### config.mk
export PLATFORM = sky130hd
export DESIGN_NAME = prc_ctrl
export DESIGN_NICKNAME = d
export VERILOG_FILES = /design/src/rtl/pulse_rate_counter_defines.svh /design/src/rtl/prc_pkg.sv /design/src/rtl/prc_ctrl.sv
export SDC_FILE = /design/constraint.sdc
export NUM_CORES = 1
export LEC_CHECK = 0
export BUFFER_PORTS_ARGS = -buffer_cell sky130_fd_sc_hd__buf_2
export CORE_AREA = 2 2 39 41
export CTS_BUF_LIST = sky130_fd_sc_hd__clkbuf_16
export DETAILED_ROUTE_END_ITERATION = 8
export DIE_AREA = 0 0 41 43
export PLACE_DENSITY = 0.56
export SYNTH_ARGS = -nofsm -noshare
export SYNTH_HDL_FRONTEND = slang
export SYNTH_SLANG_ARGS = --single-unit
### constraint.sdc
create_clock -name clock -period 1.4 [get_ports clock]
set_clock_uncertainty 0.1 [all_clocks]
set_input_delay 0.28 -clock clock [delete_from_list [all_inputs] [get_ports clock]]
set_output_delay 0.28 -clock clock [all_outputs]
set_load 0.01 [all_outputs]
### src/rtl/pulse_rate_counter_defines.svh
// assertion macros for the pulse rate counter
`ifndef PULSE_RATE_COUNTER_DEFINES_SVH
`define PULSE_RATE_COUNTER_DEFINES_SVH

// same-cycle implication, checked outside reset
`define PRC_ASSERT_IMP(label, ante, cons, msg) \
   label: assert property (@(posedge clock) disable iff (reset) (ante) |-> (cons)) \
      else $error(msg);

// next-cycle implication, checked outside reset
`define PRC_ASSERT_NXT(label, ante, cons, msg) \
   label: assert property (@(posedge clock) disable iff (reset) (ante) |=> (cons)) \
      else $error(msg);

`endif

### src/rtl/prc_pkg.sv
// shared constants, types and helpers for the pulse rate counter
`timescale 1ns / 1ps
`default_nettype none
package prc_pkg;

   // widths
   localparam int CNT_W     = 32;
   localparam int DATA_W    = 32;
   localparam int MULT_W    = 16;
   localparam int PROD_W    = 2 * DATA_W;
   localparam int FRAC_BITS = 8;
   localparam int REG_IDX_W = 2;
   localparam int MODE_W    = 2;

   localparam logic [DATA_W-1:0] SAT32      = '1;
   localparam logic [DATA_W-1:0] TPS_RESET  = 32'd1000000;
   localparam logic [MULT_W-1:0] MULT_RESET = 16'd256;

   // item kinds
   localparam logic FUNC_TICK = 1'b0;
   localparam logic FUNC_READ = 1'b1;

   // edge modes, anything else counts both edges
   localparam logic [MODE_W-1:0] EDGE_RISE = 2'd0;
   localparam logic [MODE_W-1:0] EDGE_FALL = 2'd1;

   // register indexes
   typedef enum logic [REG_IDX_W-1:0] {
      REG_EDGE_MODE  = 2'd0,
      REG_MULTIPLIER = 2'd1,
      REG_TICKS_PER_SEC = 2'd2
   } reg_index_type;

   // controller to datapath
   typedef struct packed {
      logic tick;
      logic read;
      logic mul;
      logic chk;
      logic div_start;
      logic div_take;
      logic scale;
      logic load_out;
   } cmd_type;

   // datapath to controller
   typedef struct packed {
      logic elapsed_zero;
      logic rate_ovf;
      logic div_done;
   } status_type;

   // (x * Q8.8 factor) >> 8, saturated to 32 bits
   function automatic logic [DATA_W-1:0] scale_q88(input logic [DATA_W-1:0] x,
                                                   input logic [MULT_W-1:0] f);
      logic [DATA_W+MULT_W-1:0] p;
      p = (DATA_W+MULT_W)'(x) * (DATA_W+MULT_W)'(f);
      if (p[DATA_W+MULT_W-1:DATA_W+FRAC_BITS] != '0) begin
         return SAT32;
      end
      return p[DATA_W+FRAC_BITS-1:FRAC_BITS];
   endfunction

endpackage
`default_nettype wire

### src/rtl/prc_ctrl.sv
// sequencer for tick and read items and the response handshake
`timescale 1ns / 1ps
`default_nettype none
module prc_ctrl (
   input  logic                 clock,
   input  logic                 reset,
   input  logic                 req_valid,
   input  logic                 req_func,
   output logic                 req_ready,
   output logic                 rsp_valid,
   input  logic                 rsp_ready,
   input  prc_pkg::status_type  status,
   output prc_pkg::cmd_type     cmd
);
   typedef enum logic [2:0] {
      ST_IDLE,
      ST_MUL,
      ST_CHK,
      ST_DIV,
      ST_SCALE,
      ST_DONE
   } state_type;

   state_type state_ff;
   logic      out_valid_ff;
   logic      accept;

   // command decode
   always_comb begin
      accept        = req_valid && (state_ff == ST_IDLE);
      cmd.tick      = accept && (req_func == prc_pkg::FUNC_TICK);
      cmd.read      = accept && (req_func == prc_pkg::FUNC_READ);
      cmd.mul       = state_ff == ST_MUL;
      cmd.chk       = state_ff == ST_CHK;
      cmd.div_start = (state_ff == ST_CHK) && !status.elapsed_zero && !status.rate_ovf;
      cmd.div_take  = (state_ff == ST_DIV) && status.div_done;
      cmd.scale     = state_ff == ST_SCALE;
      cmd.load_out  = (state_ff == ST_DONE) && (!out_valid_ff || rsp_ready);
   end

   // state and response valid
   always_ff @(posedge clock) begin
      if (reset) begin
         state_ff     <= ST_IDLE;
         out_valid_ff <= 1'b0;
      end else begin
         if (cmd.load_out) begin
            out_valid_ff <= 1'b1;
         end else if (rsp_ready) begin
            out_valid_ff <= 1'b0;
         end
         case (state_ff)
            ST_IDLE: begin
               if (cmd.read) begin
                  state_ff <= ST_MUL;
               end
            end
            ST_MUL: state_ff <= ST_CHK;
            ST_CHK: begin
               if (cmd.div_start) begin
                  state_ff <= ST_DIV;
               end else begin
                  state_ff <= ST_SCALE;
               end
            end
            ST_DIV: begin
               if (cmd.div_take) begin
                  state_ff <= ST_SCALE;
               end
            end
            ST_SCALE: state_ff <= ST_DONE;
            ST_DONE: begin
               if (cmd.load_out) begin
                  state_ff <= ST_IDLE;
               end
            end
            default: state_ff <= ST_IDLE;
         endcase
      end
   end

   assign req_ready = state_ff == ST_IDLE;
   assign rsp_valid = out_valid_ff;
endmodule
`default_nettype wire

==> impl_results.md, run 1 <==
* Die height at 43 µm
* Design area at 562 µm²
* Worst Path Buf+Inv at 1
* Largest net degree at the start of global routing at 9
* P per Cell Area at 1460 nW/µm²
* Final setup fails at 5
* Ant. Diodes at 0
* Dpl cell area at 395 µm²
* Synth cell types at 22
* DRT iter0 DRCs at 3
* Post-synthesis cell count at 35
* Hpwl dp at 519 µm
* Number of vias per cell at 4.51
* CP Class: reg2out
* Nets at 73
* Max incr delay on CP at 0.36 ns
* Worst slew pin tran at 0.271 ns
* Worst path depth at 3
* Slew margin rel. at 81.7%
* Routed length per instance at 10.2 µm
* Failing checks: negative setup slack
* Fmax achieved at 680 MHz
* CTS tree: built
* Final WS setup at -0.0703 ns
* Period utilization at 105%
* Die Wd at 41 µm
* Routed wire length at 802 µm
* DR pass1 iterations at 4
* Final Hold Vio Count at 0
* Hold Path Class: in2reg
* Crit path time final at 1.47 ns
* Cell family with most CP delay: simple AND/OR/NAND/NOR gates
* Max_cap viols at 0
* CTS H-tree depth at 1
* Initial core utilization at 19.8%
* Crit end category: output port
* First-pass GRT wire length at 1270 µm
* Sequential share of the synthesized area at 29.2%
* CTS clk-pin slew, worst paths at 0.03 ns
* Startpoint Class: register
* Data required time at the worst endpoint at 1.02 ns
* Peak supply drop at 1.13 mV
* Hold Path Stages at 2
* Yosys reg bits at 4
* Reg2Reg Depth at 5
* CP arrival at 1.09 ns
* CTS sink cnt at 4
* Core area at 1380 µm²
* Vias in the first global route at 317
* Worst skew pair latency at 0.22 ns
* Cell count after placement at 69
* Crit-path cells: nor3_4 > and3_1 > buf_2
* Clk Tree Root Cell: clkbuf_16
* Critical Path Slowest Stage Cell: dfxtp_4
* Yosys warning count at 0
* GP Congestion at 0.776
* Num rows at 14
* ANT nets after route at 0
* IO Pins at 18
* RSZ-0062 raised after global routing: yes
* Area Growth Syn to Fin at 105%
* Inserted Clock Buffers at 3
* Mapped cell area at 274 µm²
* CTS Hold Bufs at 0
* Vias at 356
* Outcome: finished, violations left
* Syn_nets at 43
* DRC viols at 0
* Die Area at 1760 µm²
* Static leakage at 0.262 nW
* Max Root-Sink Buffers at 2
* Layout cell share with drive strength beyond 1 at 63.5%
* Final setup TNS at -0.236 ns
* Max-slew violation count at 0
* Avg Cell Area, Syn at 7.83 µm²
* GRT Resource Usage Total at 10.6%
* Fin cells at 79
* Worst-path fanout max at 7
* Placement Setup Slack at 0.0158 ns
* Antenna violations before repair at 0
* Grt ovf at 0
* Port Buf Inserts at 17
-- cells by family after synthesis --
kind of cell,Yosys count,share of synthesized area (%)
AND/OR/NAND/NOR,20,42.9
AO/OA/AOI/OAI,9,24.7
buffers and inverters,2,3.19
flip-flops,4,29.2
-- layout make-up --
cell class                 count  area, µm²
inverter                       1       3.75
multi-input combinational     29        211
timing repair buffer          26        160
fill                         142        822
clock buffer                   3       75.1
tap                           16       20.0
sequential                     4       91.3
-- cells in the final DEF (no fill, tap or decap), types with 2 or more instances in the layout --
cell type	instances
nor4_1	2
buf_6	2
buf_4	7
dfxtp_4	3
a21oi_1	4
nand2_1	3
buf_2	17
and3_1	2
nor2_1	3
clkbuf_16	3
-- power breakdown --
group	leakage (nW)	internal, W	switching, W
Sequential	0.0348	0.000131	0.0000301
Combinational	0.191	0.000128	0.0000941
Clock	0.0370	0.000364	0.0000747
Total	0.262	0.000623	0.000199
-- repair_timing --
action                                  4_1_cts  5_1_grt
gates resized for setup                      10        3
pin swaps                                     3        5
setup buffers                                 5        2
endpoints found under the setup margin        9        7
-- through the flow --
stage          utilization [%]  total power [W]  hold slack [ns]
4_1_cts                   38.8         0.000803            0.165
2_1_floorplan                -         0.000251            0.245
3_3_place_gp              28.6         0.000318            0.401
6_report                  40.6         0.000822            0.175
5_1_grt                   40.6         0.000872            0.175
3_5_place_dp              28.6         0.000319            0.405
-- Yosys cell counts (all sizes together) --
cell	instances	area share (%)
nor3b	1	2.7
or2	1	2.3
and3	2	4.6
nor3	2	5.5
o311ai	1	3.2
a21oi	4	7.3
nand2	3	4.1
o2bb2ai	1	3.2
buf	1	1.8
o22ai	1	4.6
nand3b	1	2.7
nor2	4	5.5
nor2b	1	2.3
or2b	1	3.2
nor4	2	4.6
a211oi	1	4.6
o21ai	1	1.8
inv	1	1.4
nand2b	2	5.5
dfxtp	4	29
-- per-layer routing --
metal / global-route usage [%] / wire, µm / vias up
met4: 2.00 / 0 / 0
li1: - / - / 185
met5: 0 / 0 / -
met1: 12.3 / 363 / 159
met2: 15.9 / 377 / 12
met3: 6.81 / 60 / 0
-- state kept, by name, summed over array words and instances, names as in the netlist --
signal / flops
state_ff: 3
rsp_valid: 1
-- worst reg2reg max path, stage by stage, from the launching register on --
cell	delay, ns
dfxtp_1	0.31
or2b_4	0.26
buf_4	0.14
o22ai_2	0.12
o21ai_1	0.10
a211oi_2	0.20
-- worst paths after layout --
| kind | startpoint | to | slack, ns |
|---|---|---|---|
| hold / removal | reset | state_ff[0] | 0.17 |
| hold reg to reg | state_ff[2] | state_ff[1] | 0.39 |
| setup reg to reg | rsp_valid | state_ff[0] | 0.09 |
| setup / recovery | state_ff[0] | cmd[6] | -0.07 |
(Power assumes the default switching activity.)
==> inputs of run 2 (changes only) <==
Settings changed: RECOVER_POWER set to 100.
Clock period 1.4 ns to 1.7 ns, I/O delays scaled along.
==> run 2 against run 1 <==
- the flow now finishes without violations
- non-clock buffer count shrank 9
- sequential power shrank 16%
- via count down 11%
- total power fell by 26%
- register-to-register slack better by 0.29 ns
- clock power down 19%
- sequential cell count did not move
- final cell count fell by 11%
- critical path type unchanged
- largest cell class unchanged
==> impl_results.md, run 2 (same netlist as run 1, synthesis figures left out) <==
* Outcome: finished clean
* Fmax achieved at 618 MHz
* Crit-path cells: nor3b_1 > buf_2
* Nets at 64 (-12%)
* Die Area at 1760 µm² (unchanged)
* Worst skew pair latency at 0.22 ns (about the same)
* Final setup fails at 0 (-5)
* Startpoint Class: register
* CTS sink cnt at 4 (unchanged)
* GP Congestion at 0.696 (-10%)
* Initial core utilization at 19.8% (unchanged)
* P per Cell Area at 1330 nW/µm² (-9.4%)
* Most frequent cells in the layout: 10 x buf_2, 5 x clkbuf_1, 4 x nor2_1, 4 x a21oi_1
* Max-slew violation count at 0 (unchanged)
* Worst-path fanout max at 8 (+1)
* Crit end category: output port
* Die Wd at 41 µm (unchanged)
* Final Hold Vio Count at 0 (unchanged)
* Routed length per instance at 9.16 µm (-9.8%)
* Max Root-Sink Buffers at 2 (unchanged)
* Routed wire length at 641 µm (-20%)
* ANT nets after route at 0 (unchanged)
* Final Core Density at 33.0% (-7.6 points)
* CTS clk-pin slew, worst paths at 0.03 ns (about the same)
* Die height at 43 µm (unchanged)
* Static leakage at 0.187 nW (-29%)
* Area of the multi-input gates at 196 µm² (-7.1%)
* Area Growth Syn to Fin at 66.7%
* Largest net degree at the start of global routing at 11 (+2)
* GRT Resource Usage Total at 8.03% (-2.5 points)
* Core area at 1380 µm² (unchanged)
* Final setup TNS at 0 ns (+0.236 ns)
* CP arrival at 1.18 ns (+0.09 ns)
* CTS tree: built
* Commonest non-fill, non-tap cell in the layout: buf_2
* Critical Path Slowest Stage Cell: dfxtp_1
* Data required time at the worst endpoint at 1.26 ns (+0.24 ns)
* Placement Setup Slack at 0.246 ns (+0.230 ns)
* Inserted Clock Buffers at 3 (unchanged)
* RSZ-0062 raised after global routing: no
* Worst path depth at 2 (-1)
* CTS H-tree depth at 1 (unchanged)
* DRT iter0 DRCs at 0 (-3)
* Worst slew pin tran at 0.317 ns (+0.0469 ns)
* Worst Path Buf+Inv at 1 (unchanged)
* CP Class: reg2out
* Vias at 317 (-11%)
* Vias in the first global route at 259 (-18%)
* IO Pins at 18 (unchanged)
* Max_cap viols at 0 (unchanged)
* FILL cells at 160 (+13%)
* Hpwl dp at 497 µm (-4.2%)
* Post-CTS Setup Bufs at 0 (-5)
* Number of vias per cell at 4.53 (+0.49%)
* Reg2Reg Depth at 4 (-1)
* DR pass1 iterations at 1 (-3)
* CTS Hold Bufs at 0 (unchanged)
* Num rows at 14 (unchanged)
* Final WS setup at 0.0824 ns (+0.153 ns)
* Port Buf Inserts at 17 (unchanged)
* Max incr delay on CP at 0.49 ns (+0.13 ns)
* Hold Path Stages at 2 (unchanged)
* Hold Path Class: in2reg
* DRC viols at 0 (unchanged)
* Max reg flops at 3 (unchanged)
* First-pass GRT wire length at 972 µm (-23%)
* Ant. Diodes at 0 (unchanged)
* Peak supply drop at 0.766 mV (-32%)
* Antenna violations before repair at 0 (unchanged)
* Cts repair resizes at 0 (-10)
* Top reg by flops: state_ff
* Clk Tree Root Cell: clkbuf_16
* Slew margin rel. at 78.8% (-2.9 points)
* Cell family with most CP delay: flip-flops
* Layout cell share with drive strength beyond 1 at 40.7% (-23 points)
* Period utilization at 95.2%
* Crit path time final at 1.62 ns
* Flip-flop and latch area at 82.6 µm² (-9.6%)
* Grt ovf at 0 (unchanged)
==> run 2: path summary, 6_finish.rpt <==
| check | startpoint | end | slack (ns) |
|---|---|---|---|
| worst max-delay path | state_ff[2] | cmd[1] | 0.08 |
| worst min-delay path | reset | state_ff[0] | 0.23 |
| worst max register to register | state_ff[2] | state_ff[0] | 0.38 |
| worst min register to register | rsp_valid | rsp_valid | 0.49 |
==> run 2: where the power goes <==
group | switching (W) | internal (W)
logic | 0.0000585 | 0.0000557
registers | 0.0000281 | 0.000107
clock network | 0.0000566 | 0.000300
==> run 2: worst register-to-register path: stages, from the launching register on <==
cell and delay [ns]:
dfxtp_1 0.49, nand2b_4 0.23, o22ai_2 0.08, o21ai_0 0.22, a211oi_2 0.07
==> run 2: through the flow <==
stage	total power [W]	cell area, µm²	std cells	hold WS [ns]
final	0.000605	457	70	0.230
after global routing	0.000640	457	70	0.225
after CTS	0.000605	449	70	0.231
after detailed placement	0.000242	374	67	0.460
after global placement	0.000242	374	67	0.453
after floorplan	0.000199	274	35	0.305
==> run 2: final cells by class <==
type	count	share of cell area, %
Clock buffer	3	16.4
Inverter	1	0.822
Multi-Input combinational cell	29	43.0
Sequential cell	4	18.1
Tap cell	16	4.38
Timing Repair Buffer	17	17.3
==> run 2: routing by layer <==
layer	track usage, %	up-vias	share of wire, %
met2	11.3	13	38
met3	6.28	0	9.5
met5	0	-	0
li1	-	170	-
met4	0	0	0
met1	10.3	134	53
==> inputs of run 3 (changes only) <==
Clock period 1.7 ns to 1.5 ns, I/O delays scaled along.
==> run 3 against run 2 <==
- the flow now finishes with violations (negative setup slack)
- sequential share of layout area down 0.058 points
- design area up 11%
- final cell count grew 5.7%
- register-to-register slack got worse by 0.30 ns
- die area did not move
- first-iteration DRC count rose by 3
- critical path type unchanged
==> impl_results.md, run 3 (same netlist as run 1, synthesis figures left out) <==
* Worst Path Buf+Inv at 1 (unchanged)
* Worst hold start: reset
* ANT nets after route at 0 (unchanged)
* Num rows at 14 (unchanged)
* Max reg flops at 3 (unchanged)
* Port Buf Inserts at 17 (unchanged)
* Ant. Diodes at 0 (unchanged)
* Met2 Usage GRT at 12.5% (+1.2 points)
* Dpl cell area at 374 µm² (unchanged)
* Most Crowded Layer GR: met2
* CTS clk-pin slew, worst paths at 0.03 ns (about the same)
* Final Hold Vio Count at 0 (unchanged)
* Routed wire length at 743 µm (+16%)
* Largest net degree at the start of global routing at 10 (-1)
* Clk Tree Root Cell: clkbuf_16
* DRC viols at 0 (unchanged)
* Grt ovf at 0 (unchanged)
* Critical Path Slowest Stage Cell: dfxtp_4
* Inserted Clock Buffers at 3 (unchanged)
* Routed length per instance at 10.0 µm (+9.6%)
* Crit end category: output port
* Max_cap viols at 0 (unchanged)
* IO Pins at 18 (unchanged)
* Startpoint Class: register
* Worst R2R Start: state_ff[1]
* Commonest non-fill, non-tap cell in the layout: buf_2
* Core area at 1380 µm² (unchanged)
* Flip-flop and latch area at 91.3 µm² (+11%)
* P per Cell Area at 1440 nW/µm² (+8.6%)
* Slew margin rel. at 80.5% (+1.7 points)
* Top reg by flops: state_ff
* Design area at 507 µm² (+11%)
* Number of vias per cell at 4.49 (-0.93%)
* GR Util met1 at 11.9% (+1.6 points)
* CP Class: reg2out
* Area Growth Syn to Fin at 84.9%
* Layout cell share with drive strength beyond 1 at 50.0% (+9.3 points)
* Die Area at 1760 µm² (unchanged)
* Reg2Reg Depth at 5 (+1)
* GP Congestion at 0.692 (-0.60%)
* Reg-to-reg critical path endpoint: state_ff[0]
* CTS sink cnt at 4 (unchanged)
* Final Core Density at 36.6% (+3.6 points)
* Period utilization at 100%
* CTS tree: built
* Die height at 43 µm (unchanged)
* Max-slew violation count at 0 (unchanged)
* Hold Crit Endpoint: state_ff[0]
* Antenna violations before repair at 0 (unchanged)
* First-pass GRT wire length at 1080 µm (+11%)
* FILL cells at 147 (-8.1%)
* Static leakage at 0.238 nW (+27%)
* Peak supply drop at 0.670 mV (-13%)
* Worst skew pair latency at 0.22 ns (about the same)
* CP arrival at 1.11 ns (-0.07 ns)
* Design Power at 0.000729 W (+20%)
* Area of the multi-input gates at 199 µm² (+1.3%)
* GRT Resource Usage Total at 9.25% (+1.2 points)
* Met3 usage at 4.71% (-1.6 points)
* Data required time at the worst endpoint at 1.10 ns (-0.16 ns)
* Crit path time final at 1.51 ns
* Outcome: finished, violations left
* Failing checks: negative setup slack
* Final WS setup at -0.00639 ns (-0.0888 ns)
* Worst-path fanout max at 6 (-2)
* Cell family with most CP delay: simple AND/OR/NAND/NOR gates
* Hold Path Stages at 2 (unchanged)
* Initial core utilization at 19.8% (unchanged)
* Worst slew pin tran at 0.289 ns (-0.0286 ns)
* Most frequent cells in the layout: 15 x buf_2, 4 x nor2_1, 4 x a21oi_1
* CTS H-tree depth at 1 (unchanged)
* RSZ-0062 raised after global routing: yes
* Fmax achieved at 664 MHz
* Vias in the first global route at 265 (+2.3%)
* DRT iter0 DRCs at 3 (+3)
* DR pass1 iterations at 2 (+1)
* Crit-path cells: nor3_4 > nand2_1 > nor2_1 > buf_2
* Hpwl dp at 483 µm (-2.8%)
* Final setup fails at 2 (+2)
* Vias at 332 (+4.7%)
* Max Root-Sink Buffers at 2 (unchanged)
* FF-to-FF setup slack at 0.08 ns (-0.30 ns)
* Nets at 68 (+6.3%)
* Max incr delay on CP at 0.36 ns (-0.13 ns)
* Hold Path Class: in2reg
* Die Wd at 41 µm (unchanged)
## run 3: cell count changes in the layout (fill, tap and decap cells not counted), moves of 2 or more
cell / before / now
buf_2: 10 / 15
buf_4: 0 / 3
clkbuf_1: 5 / 2
clkbuf_2: 2 / 0
dfxtp_2: 2 / 0
dfxtp_4: 0 / 3
## run 3: metrics by stage
stage | setup TNS [ns] | instances | hold slack [ns] | setup WS (ns)
after floorplan | 0 | 35 | 0.265 | 0.0720
after global placement | 0 | 67 | 0.424 | 0.117
after detailed placement | 0 | 67 | 0.418 | 0.0875
after CTS | -0.00587 | 72 | 0.193 | -0.00327
after global routing | -0.157 | 74 | 0.186 | -0.0896
final | -0.00737 | 74 | 0.190 | -0.00639
## run 3: layout make-up
class / instances / share of cell area [%]
well taps: 16 / 3.95
multi-input cells: 29 / 39.3
flip-flops and latches: 4 / 18.0
inverters: 1 / 0.741
repair buffers: 21 / 23.2
clock buffers: 3 / 14.8
## run 3: worst max path at each step
| stage | startpoint | to | slack [ns] | cells after the start |
|---|---|---|---|---|
| floorplan | state_ff[0] | cmd[7] | 0.07 | 4 |
| global placement | rsp_ready | cmd[0] | 0.12 | 4 |
| detailed placement | state_ff[0] | cmd[7] | 0.09 | 4 |
| CTS | state_ff[0] | cmd[7] | -0.003 | 4 |
| global route | state_ff[1] | cmd[6] | -0.09 | 3 |
| finish | state_ff[1] | cmd[7] | -0.006 | 4 |
## run 3: power by group
group | total (W) | internal (W) | switching, W
Clock | 0.000417 | 0.000341 | 0.0000760
Sequential | 0.000151 | 0.000122 | 0.0000287
Combinational | 0.000162 | 0.0000840 | 0.0000775
## run 3: what timing repair did
item | CTS | global route
gates resized for setup | 7 | 3
buffers inserted | 2 | 2
setup endpoints to repair | 7 | 5
pin swaps | 3 | 2
hold buffers | 0 | 0
## run 3: metal layers
metal / share of wire (%) / wire length [µm]
met1: 48 / 355
met2: 43 / 321
met3: 8.9 / 66
met4: 0 / 0
met5: 0 / 0
